`src/design/i2cra_pkg.sv`:
```
package i2cra_pkg;

	localparam int HOLD_W = 10;
	localparam int SEG_W  = 4;
	localparam int OFF_W  = 5;

	localparam logic [HOLD_W-1:0] HOLD_RESET = 10'd100;

	localparam logic [1:0] ACT_TICK  = 2'd0;
	localparam logic [1:0] ACT_WRITE = 2'd1;
	localparam logic [1:0] ACT_READ  = 2'd2;

	localparam logic [SEG_W-1:0] WR_LAST_SEG = 4'd7;
	localparam logic [SEG_W-1:0] RD_LAST_SEG = 4'd11;

	typedef enum logic [2:0] {
		K_START = 3'd1,
		K_BYTE  = 3'd2,
		K_ACK   = 3'd3,
		K_RDPRE = 3'd4,
		K_RDBIT = 3'd5,
		K_NACK  = 3'd6,
		K_STOP  = 3'd7
	} kind_t;

	typedef enum logic [1:0] {
		S_DEVW = 2'd0,
		S_DEVR = 2'd1,
		S_REG  = 2'd2,
		S_DATA = 2'd3
	} src_t;

	typedef struct packed {
		kind_t kind;
		src_t  src;
	} seg_t;

	typedef struct packed {
		logic scl;
		logic sda;
		logic drv;
		logic smp;
	} line_t;

	typedef struct packed {
		logic       scl;
		logic       sda_out;
		logic       sda_drive;
		logic       busy_res;
		logic       done_res;
		logic [7:0] read_data;
	} result_t;

	function automatic seg_t seq_at(input logic is_read, input logic [SEG_W-1:0] idx);
		seg_t s;
		s = '{kind: K_STOP, src: S_DEVW};
		if (!is_read) begin
			case (idx)
				4'd0: s = '{kind: K_START, src: S_DEVW};
				4'd1: s = '{kind: K_BYTE,  src: S_DEVW};
				4'd2: s = '{kind: K_ACK,   src: S_DEVW};
				4'd3: s = '{kind: K_BYTE,  src: S_REG};
				4'd4: s = '{kind: K_ACK,   src: S_DEVW};
				4'd5: s = '{kind: K_BYTE,  src: S_DATA};
				4'd6: s = '{kind: K_ACK,   src: S_DEVW};
				default: s = '{kind: K_STOP, src: S_DEVW};
			endcase
		end else begin
			case (idx)
				4'd0:  s = '{kind: K_START, src: S_DEVW};
				4'd1:  s = '{kind: K_BYTE,  src: S_DEVW};
				4'd2:  s = '{kind: K_ACK,   src: S_DEVW};
				4'd3:  s = '{kind: K_BYTE,  src: S_REG};
				4'd4:  s = '{kind: K_ACK,   src: S_DEVW};
				4'd5:  s = '{kind: K_START, src: S_DEVW};
				4'd6:  s = '{kind: K_BYTE,  src: S_DEVR};
				4'd7:  s = '{kind: K_ACK,   src: S_DEVW};
				4'd8:  s = '{kind: K_RDPRE, src: S_DEVW};
				4'd9:  s = '{kind: K_RDBIT, src: S_DEVW};
				4'd10: s = '{kind: K_NACK,  src: S_DEVW};
				default: s = '{kind: K_STOP, src: S_DEVW};
			endcase
		end
		return s;
	endfunction

	function automatic logic [OFF_W-1:0] last_off(input kind_t kind);
		logic [OFF_W-1:0] r;
		case (kind)
			K_START: r = 5'd3;
			K_BYTE:  r = 5'd31;
			K_ACK:   r = 5'd4;
			K_RDPRE: r = 5'd0;
			K_RDBIT: r = 5'd31;
			K_NACK:  r = 5'd2;
			default: r = 5'd3;
		endcase
		return r;
	endfunction

	function automatic logic [7:0] byte_of(input src_t src, input logic [7:0] dev,
		input logic [7:0] regb, input logic [7:0] data);
		logic [7:0] r;
		case (src)
			S_DEVW:  r = {dev[7:1], 1'b0};
			S_DEVR:  r = {dev[7:1], 1'b1};
			S_REG:   r = regb;
			default: r = data;
		endcase
		return r;
	endfunction

	function automatic line_t decode(input seg_t seg, input logic [OFF_W-1:0] off,
		input logic [7:0] byte_val);
		line_t      l;
		logic [1:0] sub;
		logic [2:0] bit_idx;
		sub     = off[1:0];
		bit_idx = ~off[4:2];
		l       = '{scl: 1'b0, sda: 1'b0, drv: 1'b1, smp: 1'b0};
		case (seg.kind)
			K_START: begin
				l.scl = (off < 5'd3);
				l.sda = (off == 5'd0);
			end
			K_BYTE: begin
				l.sda = byte_val[bit_idx];
				l.scl = (sub inside {2'd1, 2'd2});
			end
			K_ACK: begin
				l.scl = (off inside {[5'd1:5'd3]});
				l.drv = (off == 5'd4);
			end
			K_RDPRE: begin
				l.drv = 1'b0;
			end
			K_RDBIT: begin
				l.scl = (sub inside {2'd1, 2'd2});
				l.drv = 1'b0;
				l.smp = (sub == 2'd1);
			end
			K_NACK: begin
				l.scl = (off == 5'd1);
				l.sda = (off < 5'd2);
			end
			default: begin
				l.scl = (off >= 5'd1);
				l.sda = (off == 5'd3);
			end
		endcase
		return l;
	endfunction

endpackage

```
`src/design/i2cra_if.sv`:
```
interface i2cra_req_if;
	logic       valid;
	logic       ready;
	logic [1:0] action;
	logic [7:0] device_address;
	logic [7:0] register_address;
	logic [7:0] write_data;
	logic       sda_in;

	modport source(output valid, action, device_address, register_address, write_data,
		sda_in, input ready);
	modport sink(input valid, action, device_address, register_address, write_data,
		sda_in, output ready);
endinterface

interface i2cra_rsp_if;
	logic       valid;
	logic       ready;
	logic       scl;
	logic       sda_out;
	logic       sda_drive;
	logic       busy_res;
	logic       done_res;
	logic [7:0] read_data;

	modport source(output valid, scl, sda_out, sda_drive, busy_res, done_res, read_data,
		input ready);
	modport sink(input valid, scl, sda_out, sda_drive, busy_res, done_res, read_data,
		output ready);
endinterface

```
`src/design/i2cra_core.sv`:
```
module i2cra_core (
	input  logic                      clk,
	input  logic                      arst_n,
	input  logic                      step,
	input  logic [1:0]                action,
	input  logic [7:0]                device_address,
	input  logic [7:0]                register_address,
	input  logic [7:0]                write_data,
	input  logic                      sda_in,
	input  logic                      cfg_we,
	input  logic [i2cra_pkg::HOLD_W-1:0] cfg_wdata,
	output i2cra_pkg::result_t        res
);
	import i2cra_pkg::*;

	logic [HOLD_W-1:0] phase_hold_q;
	logic              busy_q, busy_d;
	logic [SEG_W-1:0]  seg_q, seg_d;
	logic [OFF_W-1:0]  off_q, off_d;
	logic [HOLD_W-1:0] hold_q, hold_d;
	logic              is_read_q, is_read_d;
	logic [7:0]        dev_q, dev_d;
	logic [7:0]        reg_q, reg_d;
	logic [7:0]        data_q, data_d;
	logic [7:0]        rx_q, rx_d;
	logic              done;
	seg_t              cur_seg, new_seg;
	line_t             cur_line, new_line;

	always_ff @(posedge clk or negedge arst_n) begin
		if (!arst_n) begin
			phase_hold_q <= HOLD_RESET;
		end else if (cfg_we) begin
			phase_hold_q <= cfg_wdata;
		end
	end

	always_ff @(posedge clk or negedge arst_n) begin
		if (!arst_n) begin
			busy_q    <= 1'b0;
			seg_q     <= '0;
			off_q     <= '0;
			hold_q    <= '0;
			is_read_q <= 1'b0;
			dev_q     <= '0;
			reg_q     <= '0;
			data_q    <= '0;
			rx_q      <= '0;
		end else if (step) begin
			busy_q    <= busy_d;
			seg_q     <= seg_d;
			off_q     <= off_d;
			hold_q    <= hold_d;
			is_read_q <= is_read_d;
			dev_q     <= dev_d;
			reg_q     <= reg_d;
			data_q    <= data_d;
			rx_q      <= rx_d;
		end
	end

	always_comb begin
		cur_seg   = seq_at(is_read_q, seg_q);
		cur_line  = decode(cur_seg, off_q, byte_of(cur_seg.src, dev_q, reg_q, data_q));
		busy_d    = busy_q;
		seg_d     = seg_q;
		off_d     = off_q;
		hold_d    = hold_q;
		is_read_d = is_read_q;
		dev_d     = dev_q;
		reg_d     = reg_q;
		data_d    = data_q;
		rx_d      = rx_q;
		done      = 1'b0;
		if (!busy_q) begin
			if (action == ACT_WRITE || action == ACT_READ) begin
				is_read_d = (action == ACT_READ);
				dev_d     = device_address;
				reg_d     = register_address;
				data_d    = write_data;
				busy_d    = 1'b1;
				seg_d     = '0;
				off_d     = '0;
				hold_d    = HOLD_W'(1);
			end
		end else if (hold_q >= phase_hold_q) begin
			if (cur_line.smp) begin
				rx_d = {rx_q[6:0], sda_in};
			end
			hold_d = HOLD_W'(1);
			if (off_q == last_off(cur_seg.kind)) begin
				off_d = '0;
				if (seg_q == (is_read_q ? RD_LAST_SEG : WR_LAST_SEG)) begin
					busy_d = 1'b0;
					seg_d  = '0;
					hold_d = '0;
					done   = 1'b1;
				end else begin
					seg_d = seg_q + SEG_W'(1);
				end
			end else begin
				off_d = off_q + OFF_W'(1);
			end
		end else begin
			hold_d = hold_q + HOLD_W'(1);
		end

		new_seg  = seq_at(is_read_d, seg_d);
		new_line = decode(new_seg, off_d, byte_of(new_seg.src, dev_d, reg_d, data_d));
		if (busy_d) begin
			res.scl       = new_line.scl;
			res.sda_out   = new_line.drv & new_line.sda;
			res.sda_drive = new_line.drv;
		end else begin
			res.scl       = 1'b1;
			res.sda_out   = 1'b1;
			res.sda_drive = 1'b1;
		end
		res.busy_res  = busy_d;
		res.done_res  = done;
		res.read_data = rx_d;
	end

endmodule

```
`src/design/i2c_register_access_master_unit.sv`:
```
// I2C master for one single-register write or read.
// req channel: one beat per tick; action selects tick only, start write or
// start read, with the device, register and data bytes and the sampled SDA.
// A start is taken only while idle; otherwise the beat is a plain tick.
// rsp channel: one beat per req beat, in order, carrying the SCL/SDA line
// levels, SDA drive enable, busy, the done pulse and the read byte.
// Latency: a req beat's response is valid on the next cycle.
// Throughput: one beat per cycle, set by the single state update and the
// output register; req.ready stays high while the output register is
// empty or being taken.
// Each line state lasts phase_hold ticks, or one if 0 (cfg_we/cfg_wdata,
// reset 100); a write takes 119 line states, a read 159.
// Reset: idle, lines high and driven, phase_hold back to 100, no rsp beat
// pending. When rsp stalls, the pending beat holds and req.ready drops
// until it is taken.
module i2c_register_access_master_unit (
	input  logic                         clk,
	input  logic                         arst_n,
	input  logic                         cfg_we,
	input  logic [i2cra_pkg::HOLD_W-1:0] cfg_wdata,
	i2cra_req_if.sink                    req,
	i2cra_rsp_if.source                  rsp
);
	import i2cra_pkg::*;

	logic    out_valid_q;
	result_t out_q;
	result_t res;
	logic    step;

	assign req.ready = !out_valid_q || rsp.ready;
	assign step      = req.valid && req.ready;

	i2cra_core u_core (
		.clk              (clk),
		.arst_n           (arst_n),
		.step             (step),
		.action           (req.action),
		.device_address   (req.device_address),
		.register_address (req.register_address),
		.write_data       (req.write_data),
		.sda_in           (req.sda_in),
		.cfg_we           (cfg_we),
		.cfg_wdata        (cfg_wdata),
		.res              (res)
	);

	always_ff @(posedge clk or negedge arst_n) begin
		if (!arst_n) begin
			out_valid_q <= 1'b0;
		end else if (req.ready) begin
			out_valid_q <= req.valid;
		end
	end

	// hold the beat while rsp stalls
	always_ff @(posedge clk) begin
		if (step) begin
			out_q <= res;
		end
	end

	assign rsp.valid     = out_valid_q;
	assign rsp.scl       = out_q.scl;
	assign rsp.sda_out   = out_q.sda_out;
	assign rsp.sda_drive = out_q.sda_drive;
	assign rsp.busy_res  = out_q.busy_res;
	assign rsp.done_res  = out_q.done_res;
	assign rsp.read_data = out_q.read_data;

endmodule

```
`src/flat_wrapper.sv`:
```
// flat-port wrapper written by rule: the top's interface ports become plain ports
module i2c_register_access_master_unit_flat import i2cra_pkg::*;
  (clk, arst_n, cfg_we, cfg_wdata, req_valid, req_action, req_device_address, req_register_address, req_write_data, req_sda_in, req_ready, rsp_valid, rsp_scl, rsp_sda_out, rsp_sda_drive, rsp_busy_res, rsp_done_res, rsp_read_data, rsp_ready);
  i2cra_req_if req_i ();
  i2cra_rsp_if rsp_i ();
  input  logic clk;
  input  logic arst_n;
  input  logic cfg_we;
  input  logic [i2cra_pkg::HOLD_W-1:0] cfg_wdata;
  input wire logic [$bits(req_i.valid)-1:0] req_valid;
  input wire logic [$bits(req_i.action)-1:0] req_action;
  input wire logic [$bits(req_i.device_address)-1:0] req_device_address;
  input wire logic [$bits(req_i.register_address)-1:0] req_register_address;
  input wire logic [$bits(req_i.write_data)-1:0] req_write_data;
  input wire logic [$bits(req_i.sda_in)-1:0] req_sda_in;
  output wire logic [$bits(req_i.ready)-1:0] req_ready;
  output wire logic [$bits(rsp_i.valid)-1:0] rsp_valid;
  output wire logic [$bits(rsp_i.scl)-1:0] rsp_scl;
  output wire logic [$bits(rsp_i.sda_out)-1:0] rsp_sda_out;
  output wire logic [$bits(rsp_i.sda_drive)-1:0] rsp_sda_drive;
  output wire logic [$bits(rsp_i.busy_res)-1:0] rsp_busy_res;
  output wire logic [$bits(rsp_i.done_res)-1:0] rsp_done_res;
  output wire logic [$bits(rsp_i.read_data)-1:0] rsp_read_data;
  input wire logic [$bits(rsp_i.ready)-1:0] rsp_ready;
  assign req_i.valid = req_valid;
  assign req_i.action = req_action;
  assign req_i.device_address = req_device_address;
  assign req_i.register_address = req_register_address;
  assign req_i.write_data = req_write_data;
  assign req_i.sda_in = req_sda_in;
  assign req_ready = req_i.ready;
  assign rsp_valid = rsp_i.valid;
  assign rsp_scl = rsp_i.scl;
  assign rsp_sda_out = rsp_i.sda_out;
  assign rsp_sda_drive = rsp_i.sda_drive;
  assign rsp_busy_res = rsp_i.busy_res;
  assign rsp_done_res = rsp_i.done_res;
  assign rsp_read_data = rsp_i.read_data;
  assign rsp_i.ready = rsp_ready;
  i2c_register_access_master_unit u_core (.clk(clk), .arst_n(arst_n), .cfg_we(cfg_we), .cfg_wdata(cfg_wdata), .req(req_i), .rsp(rsp_i));
endmodule
```
`config.mk`:
```
export PLATFORM = sky130hd
export DESIGN_NAME = i2c_register_access_master_unit_flat
export DESIGN_NICKNAME = d
export VERILOG_FILES = /design/src/design/i2cra_pkg.sv /design/src/design/i2cra_if.sv /design/src/design/i2cra_core.sv /design/src/design/i2c_register_access_master_unit.sv /design/src/flat_wrapper.sv
export SDC_FILE = /design/constraint.sdc
export NUM_CORES = 1
export LEC_CHECK = 0
export ABC_CLOCK_PERIOD_IN_PS = 5830
export BUFFER_PORTS_ARGS = -buffer_cell sky130_fd_sc_hd__buf_4
export CAP_MARGIN = 20
export CORE_MARGIN = 8
export CORE_UTILIZATION = 39
export CTS_CLUSTER_SIZE = 20
export DETAILED_ROUTE_END_ITERATION = 7
export PLACE_DENSITY = 0.61
export SLEW_MARGIN = 5
export SYNTH_ARGS = -nofsm -noshare
export SYNTH_HDL_FRONTEND = slang
export SYNTH_SLANG_ARGS = --single-unit
```
`constraint.sdc`:
```
create_clock -name clk -period 5.83 [get_ports clk]
set_input_delay 1.166 -clock clk [delete_from_list [all_inputs] [get_ports clk]]
set_output_delay 1.166 -clock clk [all_outputs]
set_load 0.02 [all_outputs]
```
**Word-level counts from Yosys, hierarchy flattened**

Memories as Yosys holds them, arrays and structs flattened.
Index checks and enable logic that the tools add are counted.

- Register bits: 77
- Bits in latches: 0
- Memory bits (writable): 0
- Bits in read-only memories: 160
- Logic and storage cells: 133
- Memories: 2

Memory list:

| name | words | width | rd ports | clocked after memory_dff | wr ports | line | source |
|---|---|---|---|---|---|---|---|
| (name not given) | 16 | 5 | 1 | 0 | 0 | i2cra_pkg.sv:69 | `case (idx)` |
| (name not given) | 16 | 5 | 1 | 0 | 0 | i2cra_pkg.sv:69 |  |

- $add $sub $neg: 3
- Multipliers: 0
- Div/mod/pow operators: 0
- Magnitude comparators: 6
- Equality and inequality tests: 35
- Shift-type cells: 0
- Mux-type cells: 46
- Bitwise operators: 3
- Reduce and logical (&&, ||, !) cells: 20

Operators with widths:

| operator | number |
|---|---|
| $mux W8 | 9 |
| $pmux W5 S5 | 2 |
| $mux W5 | 8 |
| $mux W10 | 3 |
| $eq A4 B3 Y1 const B | 6 |
| $mux W4 | 6 |
| $pmux W8 S3 | 1 |
| $pmux W5 S4 | 1 |
| $eq A3 B3 Y1 const B | 6 |
| $eq A4 B2 Y1 const B | 4 |
| $eq A3 B2 Y1 const B | 4 |
| $mux W1 | 12 |
| $add A10 B1 Y10 const B | 1 |
| $ge A10 B10 Y1 | 1 |
| $lt A5 B2 Y1 const B | 2 |
| $reduce_or A3 Y1 | 3 |
| $eq A2 B1 Y1 const B | 4 |
| $eq A4 B1 Y1 const B | 2 |
| $logic_not A4 Y1 | 2 |
| $eq A2 B2 Y1 const B | 3 |
| $reduce_and A3 Y1 | 2 |
| $reduce_or A2 Y1 | 3 |
| $add A5 B1 Y5 const B | 1 |
| $eq A5 B1 Y1 const B | 1 |
| other kinds (23) | 26 |

**Longest topological paths before layout**

- Depth after elaboration: 23
- Gate-level depth with buffers: 17
- Gate-level depth less buffers: 16

**By module**

From an unflattened synthesis, not the netlist that was laid out.

- Cells, all modules: 538
- Area, all modules: 5079.9 µm²

Modules (own cells, without submodules):

| module | times used | cells each | area an instance (µm²) | sequential area each (µm²) |
|---|---|---|---|---|
| i2cra_core | 1 | 521 | 4635.7 | 1555.2 |
| i2c_register_access_master_unit | 1 | 17 | 444.2 | 415.4 |

**Worst setup path before layout**

Ideal clock, no wire load.

- Path type: reg-to-reg
- From: register u_core.u_core.seg_q[0]
- To: register u_core.out_q (netlist bit u_core.rsp.sda_out) (data pin)
- Setup time: 0.261 ns
- Arrival time: 3.910 ns
- Slack: 1.659 ns
- Cell stages (with the launch flop): 16
- Path buffers: 1
- Period minus slack after synthesis: 4.171 ns
- Cells stage by stage: dfrtp_1 inv_1 ha_1 a211o_1 o32a_1 nand4_1 a311oi_1 or3_1 buf_6 or4_4 a2bb2oi_4 and3_4 a32o_2 o221ai_2 a31o_1 o32a_1

- Longest elaborated chain between the ends: 23
- Elaborated cells on any way between the ends: 68
- Those cells by class: add/sub (1); order compare (1); eq/ne (29); mux (24); bitwise (2); reduce/logical (9); memory (2)

RTL lines:

| what | line | source |
|---|---|---|
| from (decl) | i2cra_core.sv:18 | `logic [SEG_W-1:0] seg_q, seg_d;` |
| from (signal assigned) | i2cra_core.sv:51 | `seg_q <= seg_d;` |
| $eq A4 B3 Y1 / $eq A4 B2 Y1 (equally long branches) | i2cra_pkg.sv:58 | `case (idx)` |
| $reduce_or A3 Y1 (no line) | -- |  |
| $pmux W5 S5 | i2cra_pkg.sv:58 |  |
| $mux W5 | i2cra_pkg.sv:57 | `if (!is_read) begin` |
| $eq A3 B3 Y1 / $eq A3 B2 Y1 (equally long branches) | -- |  |
| $reduce_or A2 Y1 (no line) | -- |  |
| $pmux W5 S4 | i2cra_pkg.sv:89 | `case (kind)` |
| $mux W5 | i2cra_core.sv:86 | `end else if (hold_q >= phase_hold_q) begin` |
| [... 7 more ...] | -- |  |
| $pmux W5 S5 | i2cra_pkg.sv:58 |  |
| $mux W5 | i2cra_pkg.sv:57 |  |
| $eq A2 B2 Y1 (tied with other cells) | i2cra_pkg.sv:104 | `case (src)` |
| $pmux W8 S3 | i2cra_pkg.sv:104 |  |
| $bmux W1 S3 | i2cra_pkg.sv:127 | `l.sda = byte_val[bit_idx];` |
| $mux W1 (implied by the code) | i2cra_pkg.sv:127 |  |
| $pmux W1 S4 | i2cra_pkg.sv:121 | `case (seg.kind)` |
| $and A1 B1 Y1 | i2cra_core.sv:112 | `res.sda_out = new_line.drv & new_line.sda;` |
| to (signal assigned) | i2c_register_access_master_unit.sv:59 | `out_q <= res;` |
| to (decl) | i2c_register_access_master_unit.sv:27 | `result_t out_q;` |

Parallel ways exist; a longest one is shown, timed or not. The select of a mux whose other input is x is not followed.
A chain may end at the register's enable or synchronous reset.

**Worst setup path in the final report**

Ends and elaborated chain as after synthesis.

==> flow_summary.yaml <==
route:
  drt-wirelength-per-cell_um: 15.8
  vias: 4268
  vias_per_cell: 5.53
  ant_nets: 0
  drtIter0Drc: 361
  drc: 0
  firstDrtPassIters: 5
  totalWireLength_um: 12200
timing:
  fin_crit_sh: 0.861
  final-max-slew-violation-count: 0
  slew_headroom: 0.369
  rsz0062_at_grt: "false"
  tightest_slew_ns: 0.944
  setup_tns_ns: 0
  fmax_mhz: 199
  setup_slack_ns: 0.811
  finalHoldWorstSlack_ns: 0.505
  final-hold-violation-count: 0
  clock_skew_ns: 0.0119
  period_needed_ns: 5.02
  setup_viol: 0
power:
  clkPwrFrac: 0.340
  peakVddDrop_v: 0.000218
  p_int_w: 0.00116
  power.leakage_nw: 2.56
  pwr_density_cell_nw_per_um2: 288
  power_switching_w: 0.000523
  p_seq_frac: 0.416
  pwr-share-comb: 0.244
  finalPower_w: 0.00169
  swShare: 0.310
global_route:
  grt_max_degree: 64
  overflow: 0
  grt_first_pass_wirelength_um: 20200
  grt_pass1_vias: 4006
  grt_usage: 0.151
  antenna_found_initial: 0
setup_path:
  crit_type: "flip-flop to flip-flop"
  path_buf_inv: 1
  cp_slowest_cell: "or3_1"
  crit_required_ns: 5.91
  crit_chain: "inv_1, ha_1, a211o_1, o32a_1, nand4_1, a311oi_1, or3_1, o311a_1, a31oi_2, and3_4, a32o_2, o221ai_2, a31o_1, o32a_1"
  crit_family: "compound AO/OA/AOI/OAI gates"
  slowest_delay_ns: 0.57
  start_kind: "flip-flop"
  rrSetupSlack_ns: 0.81
  crit_top_cell: "o32a_1"
  end_kind: "flip-flop"
  worst-path-max-fanout: 15
  arrival_ns: 5.10
synthesis:
  synthArstFlopShare: 0.829
  synth-edff-count: 13
  syn_inst: 551
  synth.top_cells.by_area: "dfrtp_1, edfxtp_1, mux2_2, ha_1, nand2_1"
  synth_area_per_cell_um2: 9.11
  yosys.area.top_type: "dfrtp_1"
  synthFlopType: "dfrtp_1"
  synth_warnings: 0
  synth_common_cells: "nand2_1, nor2_1, dfrtp_1"
  netlist_area_um2: 5020
  yosysSeqAreaShare: 0.393
  synth_fp_nets: 615
  ys_seq_elements: 76
  yosysTopAreaCellShare: 0.299
  ys_types: 78
placement:
  hpwl_um: 9120
  place_ws_ns: 0.843
  gp_congestion: 0.917
  io_buffers: 55
clocking:
  post_cts_buffers: 0
  cts_hold_buf: 0
  h-tree-depth: 3
  clockBufferDepth: 2
  cts_tree: "built"
  cts_buffers: 9
  insertion_delay_ns: 0.34
  clk_pin_slew_ns: 0.07
  clock-sinks: 76
  cts-resized-gates: 0
  cts-root-buf: "clkbuf_16"
die:
  start_util: 0.399
  core_area_um2: 12600
  dieArea_um2: 16800
  die_w_um: 129
  fp-row-count: 41
  die_h_um: 129
  ios: 57
final_layout:
  fin_nets: 659
  final_util: 0.466
  num_antenna_cells: 0
  syn_to_final_growth_pct: 16.7
  drive_gt1_frac: 0.213
min_path:
  min_path_type: "flip-flop to flip-flop"
flow_run:
  maxCapViolCount: 0
run_status:
  status: "completed"
[layout by cell type (no fill, tap or decap), types with 12 or more instances in the layout]
cell type,count
a21oi_1,22
buf_4,57
dfrtp_1,60
edfxtp_1,13
ha_1,22
inv_1,23
mux2_2,32
mux2i_1,12
nand2_1,67
nand3_1,15
nand4_1,16
nor2_1,67
o21ai_0,43
[worst reg2reg max path: stages (launching register included)]
cell and delay [ns]:
dfrtp_1 0.56, inv_1 0.19, ha_1 0.29, a211o_1 0.32, o32a_1 0.34, nand4_1 0.14, a311oi_1 0.13, or3_1 0.57
o311a_1 0.44, a31oi_2 0.57, and3_4 0.36, a32o_2 0.15, o221ai_2 0.10, a31o_1 0.25, o32a_1 0.36
[final cells by class]
| cell class | instances | area (µm²) |
|---|---|---|
| well taps | 172 | 215 |
| inverters | 24 | 90.1 |
| repair buffers | 57 | 428 |
| flip-flops and latches | 76 | 1970 |
| clock buffers | 9 | 225 |
| multi-input cells | 427 | 2850 |
| clock inverters | 7 | 81.3 |
| fillers | 1196 | 6710 |
[final timing paths]
kind,startpoint,end,cells past startpoint
worst max-delay path,u_core.u_core.seg_q[0],u_core.rsp.sda_out,14
worst min-delay path,u_core.u_core.data_q[4],u_core.u_core.data_q[4],1
worst max register to register,u_core.u_core.seg_q[0],u_core.rsp.sda_out,14
worst min register to register,u_core.u_core.data_q[4],u_core.u_core.data_q[4],1
max in group asynchronous,arst_n,u_core.rsp.valid,1
min in group asynchronous,arst_n,u_core.u_core.phase_hold_q[8],1
[kinds of logic after synthesis]
group / count (synthesis) / share of synthesized area
adder cells (fa/ha/maj): 22 / 0.0549
AO/OA/AOI/OAI: 135 / 0.194
buffers and inverters: 48 / 0.0399
flip-flops: 76 / 0.393
AND/OR/NAND/NOR: 221 / 0.214
XOR/XNOR: 5 / 0.00873
multiplexers: 44 / 0.0958
[state kept, by name (all words and copies together) (netlist names)]
name,cells
u_core.u_core.data_q,8
u_core.u_core.reg_q,8
u_core.rsp.done_res,1
u_core.rsp.busy_res,1
u_core.rsp.sda_drive,1
u_core.rsp.scl,1
u_core.u_core.off_q,5
u_core.u_core.rx_q,8
u_core.rsp.valid,1
u_core.u_core.seg_q,4
u_core.u_core.is_read_q,1
u_core.u_core.hold_q,10
u_core.u_core.phase_hold_q,10
u_core.rsp.read_data,8
u_core.u_core.busy_q,1
u_core.u_core.dev_q,7
u_core.rsp.sda_out,1
[through the flow]
stage | std cells | area, µm²
after floorplan | 551 | 5020
after global placement | 756 | 5550
after detailed placement | 756 | 5550
after CTS | 772 | 5860
after global routing | 772 | 5860
final | 772 | 5860
[power by group through the flow]
stage               Clock (W)  Sequential (W)  Combinational (W)
floorplan                   0        0.000700           0.000291
global placement            0        0.000704           0.000403
detailed placement          0        0.000710           0.000413
CTS                  0.000587        0.000699           0.000415
global route         0.000610        0.000714           0.000465
finish               0.000573        0.000700           0.000411
[per-layer routing]
metal	routed length, µm	global-route usage
met4	196	0.0526
met5	0	0
met1	5980	0.213
met3	576	0.0325
met2	5430	0.222
Power figures use the tool's default switching activity.
